<file path="config.mk">
export PLATFORM = sky130hd
export DESIGN_NAME = keypad_integer_calculator
export DESIGN_NICKNAME = d
export VERILOG_FILES = /design/src/rtl/kic_pkg.sv /design/src/rtl/keypad_integer_calculator.sv
export SDC_FILE = /design/constraint.sdc
export NUM_CORES = 1
export LEC_CHECK = 0
export BUFFER_PORTS_ARGS = -buffer_cell sky130_fd_sc_hd__buf_2
export CORE_ASPECT_RATIO = 1.1
export CORE_MARGIN = 8
export CORE_UTILIZATION = 55
export DETAILED_ROUTE_END_ITERATION = 8
export GPL_TIMING_DRIVEN = 0
export PLACE_DENSITY = 0.81
export SETUP_SLACK_MARGIN = 0.05
export SYNTH_ARGS = -nofsm -noshare
export SYNTH_HDL_FRONTEND = slang
export SYNTH_SLANG_ARGS = --single-unit
</file>
<file path="constraint.sdc">
create_clock -name i_clk -period 8.46 [get_ports i_clk]
set_input_delay 1.269 -clock i_clk [delete_from_list [all_inputs] [get_ports i_clk]]
set_output_delay 1.269 -clock i_clk [all_outputs]
set_load 0.01 [all_outputs]
</file>
<file path="src/rtl/kic_pkg.sv">
package kic_pkg;

    localparam int unsigned KEY_W   = 8;
    localparam int unsigned DATA_W  = 32;
    localparam int unsigned DIGIT_W = 4;
    localparam int unsigned TERM_W  = 7;
    localparam int unsigned STEP_W  = $clog2(DATA_W);

    localparam int unsigned MAX_DIGITS_DEF = 15;
    localparam int unsigned MAX_TERMS_DEF  = 99;

    localparam logic [KEY_W-1:0] ENTER_KEY_RST = 8'd10;
    localparam logic [KEY_W-1:0] KEY_FINISH    = 8'h3D;  // '='
    localparam logic [KEY_W-1:0] KEY_ZERO      = 8'h30;  // '0'
    localparam logic [KEY_W-1:0] KEY_NINE      = 8'h39;  // '9'
    localparam logic [KEY_W-1:0] KEY_OP_FIRST  = 8'h31;  // '1'
    localparam logic [KEY_W-1:0] KEY_OP_LAST   = 8'h34;  // '4'

    typedef logic [1:0] t_op;
    localparam t_op OP_ADD = 2'd0;
    localparam t_op OP_SUB = 2'd1;
    localparam t_op OP_MUL = 2'd2;
    localparam t_op OP_DIV = 2'd3;

    typedef logic [1:0] t_status;
    localparam t_status ST_OK       = 2'd0;
    localparam t_status ST_DIV_ZERO = 2'd1;
    localparam t_status ST_NO_NUM   = 2'd2;

    localparam logic PHASE_NUMBER = 1'b0;
    localparam logic PHASE_OP     = 1'b1;

endpackage

</file>
<file path="src/rtl/keypad_integer_calculator.sv">
// Channel   | Valid    | Stall    | Payload
// ----------+----------+----------+--------------------------------
// key in    | i_valid  | o_stall  | i_key_code
// result    | o_valid  | i_stall  | o_result_value, o_status
// config    | i_cfg_wr_en (no stall) | i_cfg_wr_data (Enter key)
//
// A digit key, or an operation key below the term limit, is taken without a stall. Enter
// with add or subtract folds in the idle state; multiply and divide run a shared 1-bit
// shift-add / restoring-divide unit (plus a sign-fix step for divide).
// A finishing key moves to the finish state and waits there until the result register is
// free; the input stays stalled meanwhile. The result register holds one
// transaction while i_stall is high, and keys keep flowing behind it.
// Reset (i_rst_n low at a clock edge) clears control and result-valid state; Enter code becomes 10.
module keypad_integer_calculator #(
    parameter int unsigned MAX_DIGITS = kic_pkg::MAX_DIGITS_DEF,
    parameter int unsigned MAX_TERMS  = kic_pkg::MAX_TERMS_DEF
) (
    input  logic                              i_clk,
    input  logic                              i_rst_n,
    input  logic                              i_valid,
    output logic                              o_stall,
    input  logic [kic_pkg::KEY_W-1:0]         i_key_code,
    output logic                              o_valid,
    input  logic                              i_stall,
    output logic signed [kic_pkg::DATA_W-1:0] o_result_value,
    output kic_pkg::t_status                  o_status,
    input  logic                              i_cfg_wr_en,
    input  logic [kic_pkg::KEY_W-1:0]         i_cfg_wr_data
);

    localparam logic [1:0] S_IDLE = 2'd0;
    localparam logic [1:0] S_MUL  = 2'd1;
    localparam logic [1:0] S_DIV  = 2'd2;
    localparam logic [1:0] S_FIN  = 2'd3;

    localparam int unsigned W = kic_pkg::DATA_W;

    logic [1:0]                      r_state, n_state;
    logic [kic_pkg::KEY_W-1:0]       r_enter_key, n_enter_key;
    logic                            r_phase, n_phase;
    logic [kic_pkg::DIGIT_W-1:0]     r_digit_cnt, n_digit_cnt;
    logic [W-1:0]                    r_number, n_number;
    logic [kic_pkg::TERM_W-1:0]      r_term_cnt, n_term_cnt;
    logic [W-1:0]                    r_acc, n_acc;
    kic_pkg::t_op                    r_op, n_op;
    logic                            r_div_err, n_div_err;
    logic                            r_fin, n_fin;
    logic                            r_sign_fix, n_sign_fix;
    logic                            r_neg, n_neg;
    logic [kic_pkg::STEP_W-1:0]      r_step, n_step;
    logic [W-1:0]                    r_wa, n_wa;   // multiplicand / divisor
    logic [W-1:0]                    r_wb, n_wb;   // multiplier / quotient
    logic [W-1:0]                    r_wc, n_wc;   // product / remainder
    logic                            r_out_valid, n_out_valid;
    logic signed [W-1:0]             r_out_value, n_out_value;
    kic_pkg::t_status                r_out_status, n_out_status;

    logic         in_acc;
    logic         out_free;
    logic         is_digit;
    logic         is_op_key;
    logic         last_step;
    logic [W-1:0] mul_sum;
    logic [W:0]   rem_shift;
    logic [W:0]   rem_diff;
    logic [W-1:0] acc_mag;
    logic [W-1:0] num_mag;

    assign in_acc    = i_valid && !o_stall;
    assign out_free  = !r_out_valid || !i_stall;
    assign is_digit  = (i_key_code >= kic_pkg::KEY_ZERO) && (i_key_code <= kic_pkg::KEY_NINE);
    assign is_op_key = (i_key_code >= kic_pkg::KEY_OP_FIRST)
                    && (i_key_code <= kic_pkg::KEY_OP_LAST);
    assign last_step = (r_step == kic_pkg::STEP_W'(W - 1));
    assign mul_sum   = r_wc + (r_wb[0] ? r_wa : '0);
    assign rem_shift = {r_wc, r_wb[W-1]};
    assign rem_diff  = rem_shift - {1'b0, r_wa};
    assign acc_mag   = r_acc[W-1] ? (~r_acc + 1'b1) : r_acc;
    assign num_mag   = r_number[W-1] ? (~r_number + 1'b1) : r_number;

    always_comb begin
        n_state      = r_state;
        n_enter_key  = i_cfg_wr_en ? i_cfg_wr_data : r_enter_key;
        n_phase      = r_phase;
        n_digit_cnt  = r_digit_cnt;
        n_number     = r_number;
        n_term_cnt   = r_term_cnt;
        n_acc        = r_acc;
        n_op         = r_op;
        n_div_err    = r_div_err;
        n_fin        = r_fin;
        n_sign_fix   = r_sign_fix;
        n_neg        = r_neg;
        n_step       = r_step;
        n_wa         = r_wa;
        n_wb         = r_wb;
        n_wc         = r_wc;
        n_out_valid  = r_out_valid && i_stall;
        n_out_value  = r_out_value;
        n_out_status = r_out_status;

        unique case (r_state)
            S_IDLE: begin
                if (in_acc) begin
                    // fold the term on '=' with digits, or on Enter with digits
                    if (r_phase == kic_pkg::PHASE_NUMBER
                        && r_digit_cnt != '0
                        && (i_key_code == kic_pkg::KEY_FINISH
                            || i_key_code == r_enter_key)) begin
                        n_fin       = (i_key_code == kic_pkg::KEY_FINISH);
                        n_phase     = n_fin ? r_phase : kic_pkg::PHASE_OP;
                        n_term_cnt  = r_term_cnt + 1'b1;
                        n_digit_cnt = '0;
                        n_number    = '0;
                        n_state     = n_fin ? S_FIN : S_IDLE;
                        if (r_term_cnt == '0) begin
                            n_acc = r_number;
                        end else if (!r_div_err) begin
                            unique case (r_op)
                                kic_pkg::OP_ADD: n_acc = r_acc + r_number;
                                kic_pkg::OP_SUB: n_acc = r_acc - r_number;
                                kic_pkg::OP_MUL: begin
                                    n_wa    = r_acc;
                                    n_wb    = r_number;
                                    n_wc    = '0;
                                    n_step  = '0;
                                    n_state = S_MUL;
                                end
                                default: begin
                                    if (r_number == '0) begin
                                        n_div_err = 1'b1;
                                    end else begin
                                        n_wa       = num_mag;
                                        n_wb       = acc_mag;
                                        n_wc       = '0;
                                        n_neg      = r_acc[W-1] ^ r_number[W-1];
                                        n_step     = '0;
                                        n_sign_fix = 1'b0;
                                        n_state    = S_DIV;
                                    end
                                end
                            endcase
                        end
                    end else if (i_key_code == kic_pkg::KEY_FINISH) begin
                        n_state = S_FIN;
                    end else if (r_phase == kic_pkg::PHASE_NUMBER) begin
                        if (is_digit && r_digit_cnt < kic_pkg::DIGIT_W'(MAX_DIGITS)) begin
                            // x*10 + d as (x<<3) + (x<<1) + d
                            n_number    = {r_number[W-4:0], 3'b000}
                                        + {r_number[W-2:0], 1'b0}
                                        + W'(i_key_code[3:0]);
                            n_digit_cnt = r_digit_cnt + 1'b1;
                        end
                    end else if (is_op_key) begin
                        n_op    = kic_pkg::t_op'(i_key_code - kic_pkg::KEY_OP_FIRST);
                        n_phase = kic_pkg::PHASE_NUMBER;
                        if (r_term_cnt >= kic_pkg::TERM_W'(MAX_TERMS)) begin
                            n_state = S_FIN;
                        end
                    end
                end
            end
            S_MUL: begin
                n_wc   = mul_sum;
                n_wa   = {r_wa[W-2:0], 1'b0};
                n_wb   = {1'b0, r_wb[W-1:1]};
                n_step = r_step + 1'b1;
                if (last_step) begin
                    n_acc   = mul_sum;
                    n_state = r_fin ? S_FIN : S_IDLE;
                end
            end
            S_DIV: begin
                if (r_sign_fix) begin
                    n_acc   = r_neg ? (~r_wb + 1'b1) : r_wb;
                    n_state = r_fin ? S_FIN : S_IDLE;
                end else begin
                    n_wc   = rem_diff[W] ? rem_shift[W-1:0] : rem_diff[W-1:0];
                    n_wb   = {r_wb[W-2:0], !rem_diff[W]};
                    n_step = r_step + 1'b1;
                    if (last_step) begin
                        n_sign_fix = 1'b1;
                    end
                end
            end
            default: begin
                // hold here until the result register can take the transaction
                if (out_free) begin
                    n_out_valid = 1'b1;
                    if (r_term_cnt == '0) begin
                        n_out_value  = '0;
                        n_out_status = kic_pkg::ST_NO_NUM;
                    end else if (r_div_err) begin
                        n_out_value  = '0;
                        n_out_status = kic_pkg::ST_DIV_ZERO;
                    end else begin
                        n_out_value  = r_acc;
                        n_out_status = kic_pkg::ST_OK;
                    end
                    n_phase     = kic_pkg::PHASE_NUMBER;
                    n_digit_cnt = '0;
                    n_number    = '0;
                    n_term_cnt  = '0;
                    n_acc       = '0;
                    n_op        = kic_pkg::OP_ADD;
                    n_div_err   = 1'b0;
                    n_fin       = 1'b0;
                    n_state     = S_IDLE;
                end
            end
        endcase
    end

    always_ff @(posedge i_clk) begin
        if (!i_rst_n) begin
            r_state     <= S_IDLE;
            r_enter_key <= kic_pkg::ENTER_KEY_RST;
            r_phase     <= kic_pkg::PHASE_NUMBER;
            r_digit_cnt <= '0;
            r_number    <= '0;
            r_term_cnt  <= '0;
            r_acc       <= '0;
            r_op        <= kic_pkg::OP_ADD;
            r_div_err   <= 1'b0;
            r_fin       <= 1'b0;
            r_sign_fix  <= 1'b0;
            r_out_valid <= 1'b0;
        end else begin
            r_state     <= n_state;
            r_enter_key <= n_enter_key;
            r_phase     <= n_phase;
            r_digit_cnt <= n_digit_cnt;
            r_number    <= n_number;
            r_term_cnt  <= n_term_cnt;
            r_acc       <= n_acc;
            r_op        <= n_op;
            r_div_err   <= n_div_err;
            r_fin       <= n_fin;
            r_sign_fix  <= n_sign_fix;
            r_out_valid <= n_out_valid;
        end
    end

    always_ff @(posedge i_clk) begin
        r_neg        <= n_neg;
        r_step       <= n_step;
        r_wa         <= n_wa;
        r_wb         <= n_wb;
        r_wc         <= n_wc;
        r_out_value  <= n_out_value;
        r_out_status <= n_out_status;
    end

    assign o_stall        = (r_state != S_IDLE);
    assign o_valid        = r_out_valid;
    assign o_result_value = r_out_value;
    assign o_status       = r_out_status;

    a_err_value_zero: assert property (@(posedge i_clk) disable iff (!i_rst_n)
        (o_valid && o_status != kic_pkg::ST_OK) |-> (o_result_value == '0))
        else $error("error status with nonzero result value");

    a_mul_op: assert property (@(posedge i_clk) disable iff (!i_rst_n)
        (r_state == S_MUL) |-> (r_op == kic_pkg::OP_MUL && !r_div_err))
        else $error("multiply unit running without a multiply pending");

    a_div_op: assert property (@(posedge i_clk) disable iff (!i_rst_n)
        (r_state == S_DIV) |-> (r_op == kic_pkg::OP_DIV && r_wa != '0))
        else $error("divide unit running without a nonzero divisor");

    a_digit_cap: assert property (@(posedge i_clk) disable iff (!i_rst_n)
        r_digit_cnt <= kic_pkg::DIGIT_W'(MAX_DIGITS))
        else $error("digit count above limit");

    a_fin_clears: assert property (@(posedge i_clk) disable iff (!i_rst_n)
        (r_state == S_FIN && out_free) |=> (o_valid && r_term_cnt == '0 && !o_stall))
        else $error("finish did not emit and clear");

endmodule

</file>
==> Yosys cells after proc, flatten, opt, wreduce, memory -nomap -nowiden <==
Index checks and enable logic that the tools add are counted.
Widths: inputs -> output; s select.
{ "totals": {"wordCells": 234, "ramBits": 0, "romBits": 0, "mem_count": 0, "regBits": 228, "latchBits": 0, "output_inout_bits": 36, "input_bits": 21} }
{ "op_classes": {"div_mod_pow": 0, "add_sub_neg": 13, "mux": 114, "n_lt_le_gt_ge": 6, "n_shift": 0, "bitwise_logic": 11, "n_reduce_logical": 41, "n_mul": 0, "eq_ne": 30} }
{ "op_table": {"columns": ["op", "count"], "rows": [
  ["$mux 32", 34],
  ["$pmux 32 s2", 6],
  ["$pmux 32 s3", 3],
  ["$add 32x1->32 const B", 3],
  ["$add 32x32->32", 3],
  ["$not 32->32", 3],
  ["$reduce_and 7->1", 6],
  ["$mux 2", 19],
  ["$sub 33x32->33", 1],
  ["$add 32x4->32", 1],
  ["$logic_not 32->1", 1],
  ["$sub 32x32->32", 1],
  ["$mux 5", 6],
  ["$ne 2x2->1 const B", 14],
  ["$mux 1", 26],
  ["$mux 4", 6],
  ["$mux 7", 3],
  ["$ge 8x6->1 const B", 2],
  ["$le 8x6->1 const B", 2],
  ["$pmux 5 s3", 1],
  ["$pmux 7 s2", 1],
  ["$ne 3x3->1 const B", 4],
  ["$ne 4x4->1 const B", 3],
  ["$pmux 5 s2", 1],
  ["other kinds (34)", 65]
]} }

==> Depth between registers and ports, before layout <==
{ "logic_depth": {"ltp_word": 10, "mapped_depth": 20, "depth_no_buf": 19} }

==> Least setup slack after synthesis <==
OpenSTA, ideal clock, no wires.
{ "synth_path": {"path_type": "input to register", "start": "input port i_key_code[7] (netlist name)", "end": "register r_step[0] (netlist name) (enable)", "path_stages": 8, "arrival_ps": 8122, "setup_ps": 606, "required_time_ps": 7854, "slack_ps": -268, "path_buffers": 1, "path_cell_list": "nor4bb_1 and2_1 a21oi_1 or2_2 clkbuf_1 nor3_1 nand3_1 a221oi_1"} }
{ "synth_via": {"elab_chain_len": 5, "word_cells_on_any_way": 6, "cone_classes": "eq/ne: 3; reduce/logical: 3"} }
{ "synth_lines": {"columns": ["element", "line_no", "rtl"], "rows": [
  ["from (decl)", "keypad_integer_calculator.sv:22", "input logic [kic_pkg::KEY_W-1:0] i_key_code,"],
  ["$eq 8x6->1 or $eq 8x8->1 (tied branches)", "keypad_integer_calculator.sv:108, keypad_integer_calculator.sv:109", null],
  ["$logic_or 1x1->1 *", "keypad_integer_calculator.sv:109", "|| i_key_code == r_enter_key)) begin"],
  ["$logic_and 1x1->1 *", "keypad_integer_calculator.sv:108", "&& (i_key_code == kic_pkg::KEY_FINISH"],
  ["$ne 2x2->1 (no line) *", null, null],
  ["$reduce_and 8->1 (no line) *", null, null],
  ["to (signal assigned)", "keypad_integer_calculator.sv:246", "r_step <= n_step;"],
  ["to (decl)", "keypad_integer_calculator.sv:50", "logic [kic_pkg::STEP_W-1:0] r_step, n_step;"]
]} }
Every way passes the cells marked *; elsewhere a longest branch is shown, timed or not.
A chain may end at the register's enable or synchronous reset.

==> Worst setup path in the final report <==
{ "layout_path": {"start": "register r_number[1]", "end": "register r_acc[31]"} }
{ "layout_via": {"elab_chain_len": 7, "word_cells_on_any_way": 8, "cone_classes": "add/sub: 2; mux: 6"} }
{ "layout_lines": {"columns": ["element", "line_no", "rtl"], "rows": [
  ["from (decl)", "keypad_integer_calculator.sv:42", "logic [W-1:0] r_number, n_number;"],
  ["from (signal assigned)", "keypad_integer_calculator.sv:233", "r_number <= n_number;"],
  ["$sub 32x32->32 or $add 32x32->32 (tied branches)", "keypad_integer_calculator.sv:121, keypad_integer_calculator.sv:120", null],
  ["$pmux 32 s2 *", "keypad_integer_calculator.sv:119", "unique case (r_op)"],
  ["$mux 32 *", "keypad_integer_calculator.sv:118", "end else if (!r_div_err) begin"],
  ["$mux 32 *", "keypad_integer_calculator.sv:116", "if (r_term_cnt == '0) begin"],
  ["$mux 32 *", "keypad_integer_calculator.sv:106", "if (r_phase == kic_pkg::PHASE_NUMBER"],
  ["$mux 32 *", "keypad_integer_calculator.sv:104", "if (in_acc) begin"],
  ["$pmux 32 s3 *", "keypad_integer_calculator.sv:102", "unique case (r_state)"],
  ["to (signal assigned)", "keypad_integer_calculator.sv:235", "r_acc <= n_acc;"],
  ["to (decl)", "keypad_integer_calculator.sv:44", "logic [W-1:0] r_acc, n_acc;"]
]} }
Every way passes the cells marked *; elsewhere a longest branch is shown, timed or not. The select of a mux whose other input is x is not followed.

==> flow_metrics.tcl <==
set metrics [dict create \
    ant_nets 0 \
    cts_tree "done" \
    postSynthAreaPerCell_um2 8.095 \
    post-route-util_pct 60.78 \
    ys_ff_latch 228 \
    max-vdd-ir-drop_v 0.0003288 \
    start_util_pct 55.70 \
    grt_pass1_wl_mm 109.7 \
    cts_made_buffers 25 \
    drt_iter0_markers 2509 \
    area_delta_synth_final_pct 9.135 \
    switchingPower_w 0.005475 \
    synth_top_area_share_pct 19.80 \
    finalClockSkew_ns 0.01821 \
    seqCellArea_um2 5926 \
    clk_transition_reported_paths_ns 0.07 \
    finalCritPeriodShare_pct 66.08 \
    synth_area_leaders "edfxtp_1, ha_1, dfxtp_1" \
    power_w 0.01043 \
    dr.pass1.iters 7 \
    syn_nets 2743 \
    fill_cells 3364 \
    min_period_ns 5.591 \
    vias 20350 \
    antenna_found_initial 0 \
    dp_cells 3103 \
    hold_class "flop to flop" \
    r2r-start "r_number[1]" \
    setup_viol 0 \
    drc 0 \
    synth_area_leader_cell "edfxtp_1" \
    yosysSeqAreaShare_pct 28.73 \
    cts-resized-gates 0 \
    synth_edf_count 136 \
    wire_per_inst_um 23.00 \
    die_h_um 219.1 \
    max_cap_viol_count 0 \
    cts_buffer_depth 3 \
    endpoint_kind "flop" \
    fp.dieW_um 200.6 \
    placed_cell_area_um2 21660 \
    cts-root-buf "clkbuf_16" \
    routed_via_density 6.465 \
    rsz0062_at_grt "no" \
    tightestPinTransition_ns 1.157 \
    final_cell_mix "nand2_1, a21oi_1, nor2_1" \
    status "finished, final reports clean" \
    clock.fmax_mhz 178.9 \
    slew_headroom_pct 22.88 \
    ys_dominant_reg_cell "edfxtp_1" \
    design_area_um2 22510 \
    worst_hold_path.num_cells 2 \
    cts_sinks 228 \
    crit_path_max_fanout 9 \
    finalSetupTns_ns 0 \
    fin_cells 3148 \
    portBuffers 55 \
    min_to "r_fin" \
    required_ns 8.94 \
    grt_pass1_vias 19590 \
    nets 2831 \
    multi_input_area_um2 13760 \
    cts_hold_buffers 0 \
    clk_latency_ns 0.56 \
    n_antenna_cell 0 \
    min_from "r_fin" \
    dieArea_um2 43960 \
    routed_wl_mm 72.41 \
    core_um2 37040 \
    p_int_w 0.004958 \
    io_pins 57 \
    hpwl_mm 57.01 \
    ys_warn_count 0 \
    maxSlewViolCount 0 \
    placementRows 74 \
    crit_type "flop to flop" \
    overflow 0 \
    reg2reg_depth 18 \
    track_usage_pct 31.29 \
    p_seq_share_pct 17.0 \
    synth-async-reset-ratio_pct 0 \
    power.density_nw_per_um2 463.4 \
    yosysUniqueCellTypes 84 \
    netlist_instances 2548 \
    ff2ff_setup_slack_ns 2.87 \
    layout-drive-gt1-share_pct 6.556 \
    postCtsSetupRepairBufs 0 \
    p_leak_nw 9.481 \
    arrival_ns 6.07 \
    cts_max_level 1 \
    combPwrFrac_pct 71.9 \
    clockPowerShare_pct 11.1 \
    final_common_cell "nand2_1" \
    hold_viol 0 \
    place_congestion 0.9776 \
    grt_max_degree 29 \
    netlist_area_um2 20630 \
    reg2reg_to "r_acc[31]" \
    swShare_pct 52.48 \
    start_kind "flop" \
]
==> cell families after synthesis <==
group                    count (synthesis)  synth area share, %
adder cells (fa/ha/maj)                174                10.74
buffers and inverters                  251                4.743
XOR/XNOR                               231                9.808
AND/OR/NAND/NOR                        826                19.11
multiplexers                            41                2.087
AO/OA/AOI/OAI                          797                24.78
flip-flops                             228                28.73
==> Yosys cell counts (21+ instances only) <==
library cell	count
a22oi_1	21
edfxtp_1	136
nand2b_1	21
a21boi_0	28
clkbuf_1	130
nor2_1	202
nor2b_1	42
xnor2_1	97
o21ai_0	169
inv_1	86
o21bai_1	21
dfxtp_1	92
a21oi_1	246
or3_1	22
and3_1	45
nand3_1	65
nand2_1	296
o31ai_1	34
a21o_1	64
a31oi_1	30
xor2_1	134
mux2i_1	25
a221oi_1	33
ha_1	169
nor3_1	31
==> power by group through the flow <==
| stage | registers [W] | logic (W) | clock network (W) |
|---|---|---|---|
| after floorplan | 0.00173 | 0.00532 | 0 |
| after global placement | 0.00181 | 0.00708 | 0 |
| after detailed placement | 0.00178 | 0.00725 | 0 |
| after CTS | 0.00176 | 0.00731 | 0.00116 |
| after global routing | 0.00179 | 0.00804 | 0.00119 |
| final | 0.00177 | 0.00751 | 0.00116 |
==> cell type report <==
| cell class | count | area share (%) |
|---|---|---|
| inverter | 87 | 1.451 |
| buffer | 164 | 2.896 |
| timing repair buffer | 61 | 1.667 |
| tap | 494 | 2.746 |
| multi-input combinational | 2069 | 61.13 |
| clock inverter | 12 | 0.4169 |
| sequential | 228 | 26.32 |
| clock buffer | 33 | 3.374 |
==> worst max-delay path, cell delays in order, from the launching register on <==
cell and delay, ns:
dfxtp_1 0.46, inv_1 0.17, ha_1 0.21, or3b_2 0.50
or3_1 0.46, or4_1 0.56, o31ai_1 0.28, xor2_1 0.23
ha_1 0.33, a21oi_1 0.23, o21ai_0 0.15, a21o_1 0.17
a31oi_1 0.37, or4_1 0.27, a21oi_1 0.18, a311oi_1 0.49
xnor2_1 0.17, nand2_1 0.07, a31oi_1 0.20
==> per-layer routing <==
layer / GRT usage, % / vias to the layer above / wire, µm
met3: 2.965 / 206 / 6214
met5: 0 / - / 0
met2: 52.78 / 1131 / 33350
met4: 17.18 / 0 / 4032
li1: - / 9491 / -
met1: 39.35 / 9525 / 28810
==> worst max path at each step <==
stage                   from   endpoint  depth (start not counted)  slack [ns]
5_1_grt          r_number[1]  r_acc[31]                         18        2.69
6_report         r_number[1]  r_acc[31]                         18        2.87
4_1_cts          r_number[1]  r_acc[31]                         18        2.99
3_3_place_gp   i_key_code[7]   r_wc[28]                          9        0.11
3_5_place_dp     r_number[1]  r_acc[31]                         18        3.01
2_1_floorplan  i_key_code[7]  r_step[0]                          8        2.10
==> through the flow <==
| stage | setup WS, ns | hold slack, ns |
|---|---|---|
| 2_1_floorplan | 2.102 | 0.4412 |
| 3_3_place_gp | 0.1146 | 0.4540 |
| 3_5_place_dp | 3.013 | 0.4755 |
| 4_1_cts | 2.985 | 0.4851 |
| 5_1_grt | 2.685 | 0.5383 |
| 6_report | 2.869 | 0.4984 |
==> registers in the layout (all words and copies together), names as in the netlist <==
register,count
o_result_value,32
r_acc,32
r_number,32
r_wa,32
r_wb,32
r_wc,32
r_enter_key,8
r_term_cnt,7
r_step,5
r_digit_cnt,4
o_status,2
r_op,2
r_state,2
o_valid,1
r_div_err,1
r_fin,1
r_neg,1
r_phase,1
r_sign_fix,1
Power figures use the tool's default switching activity.
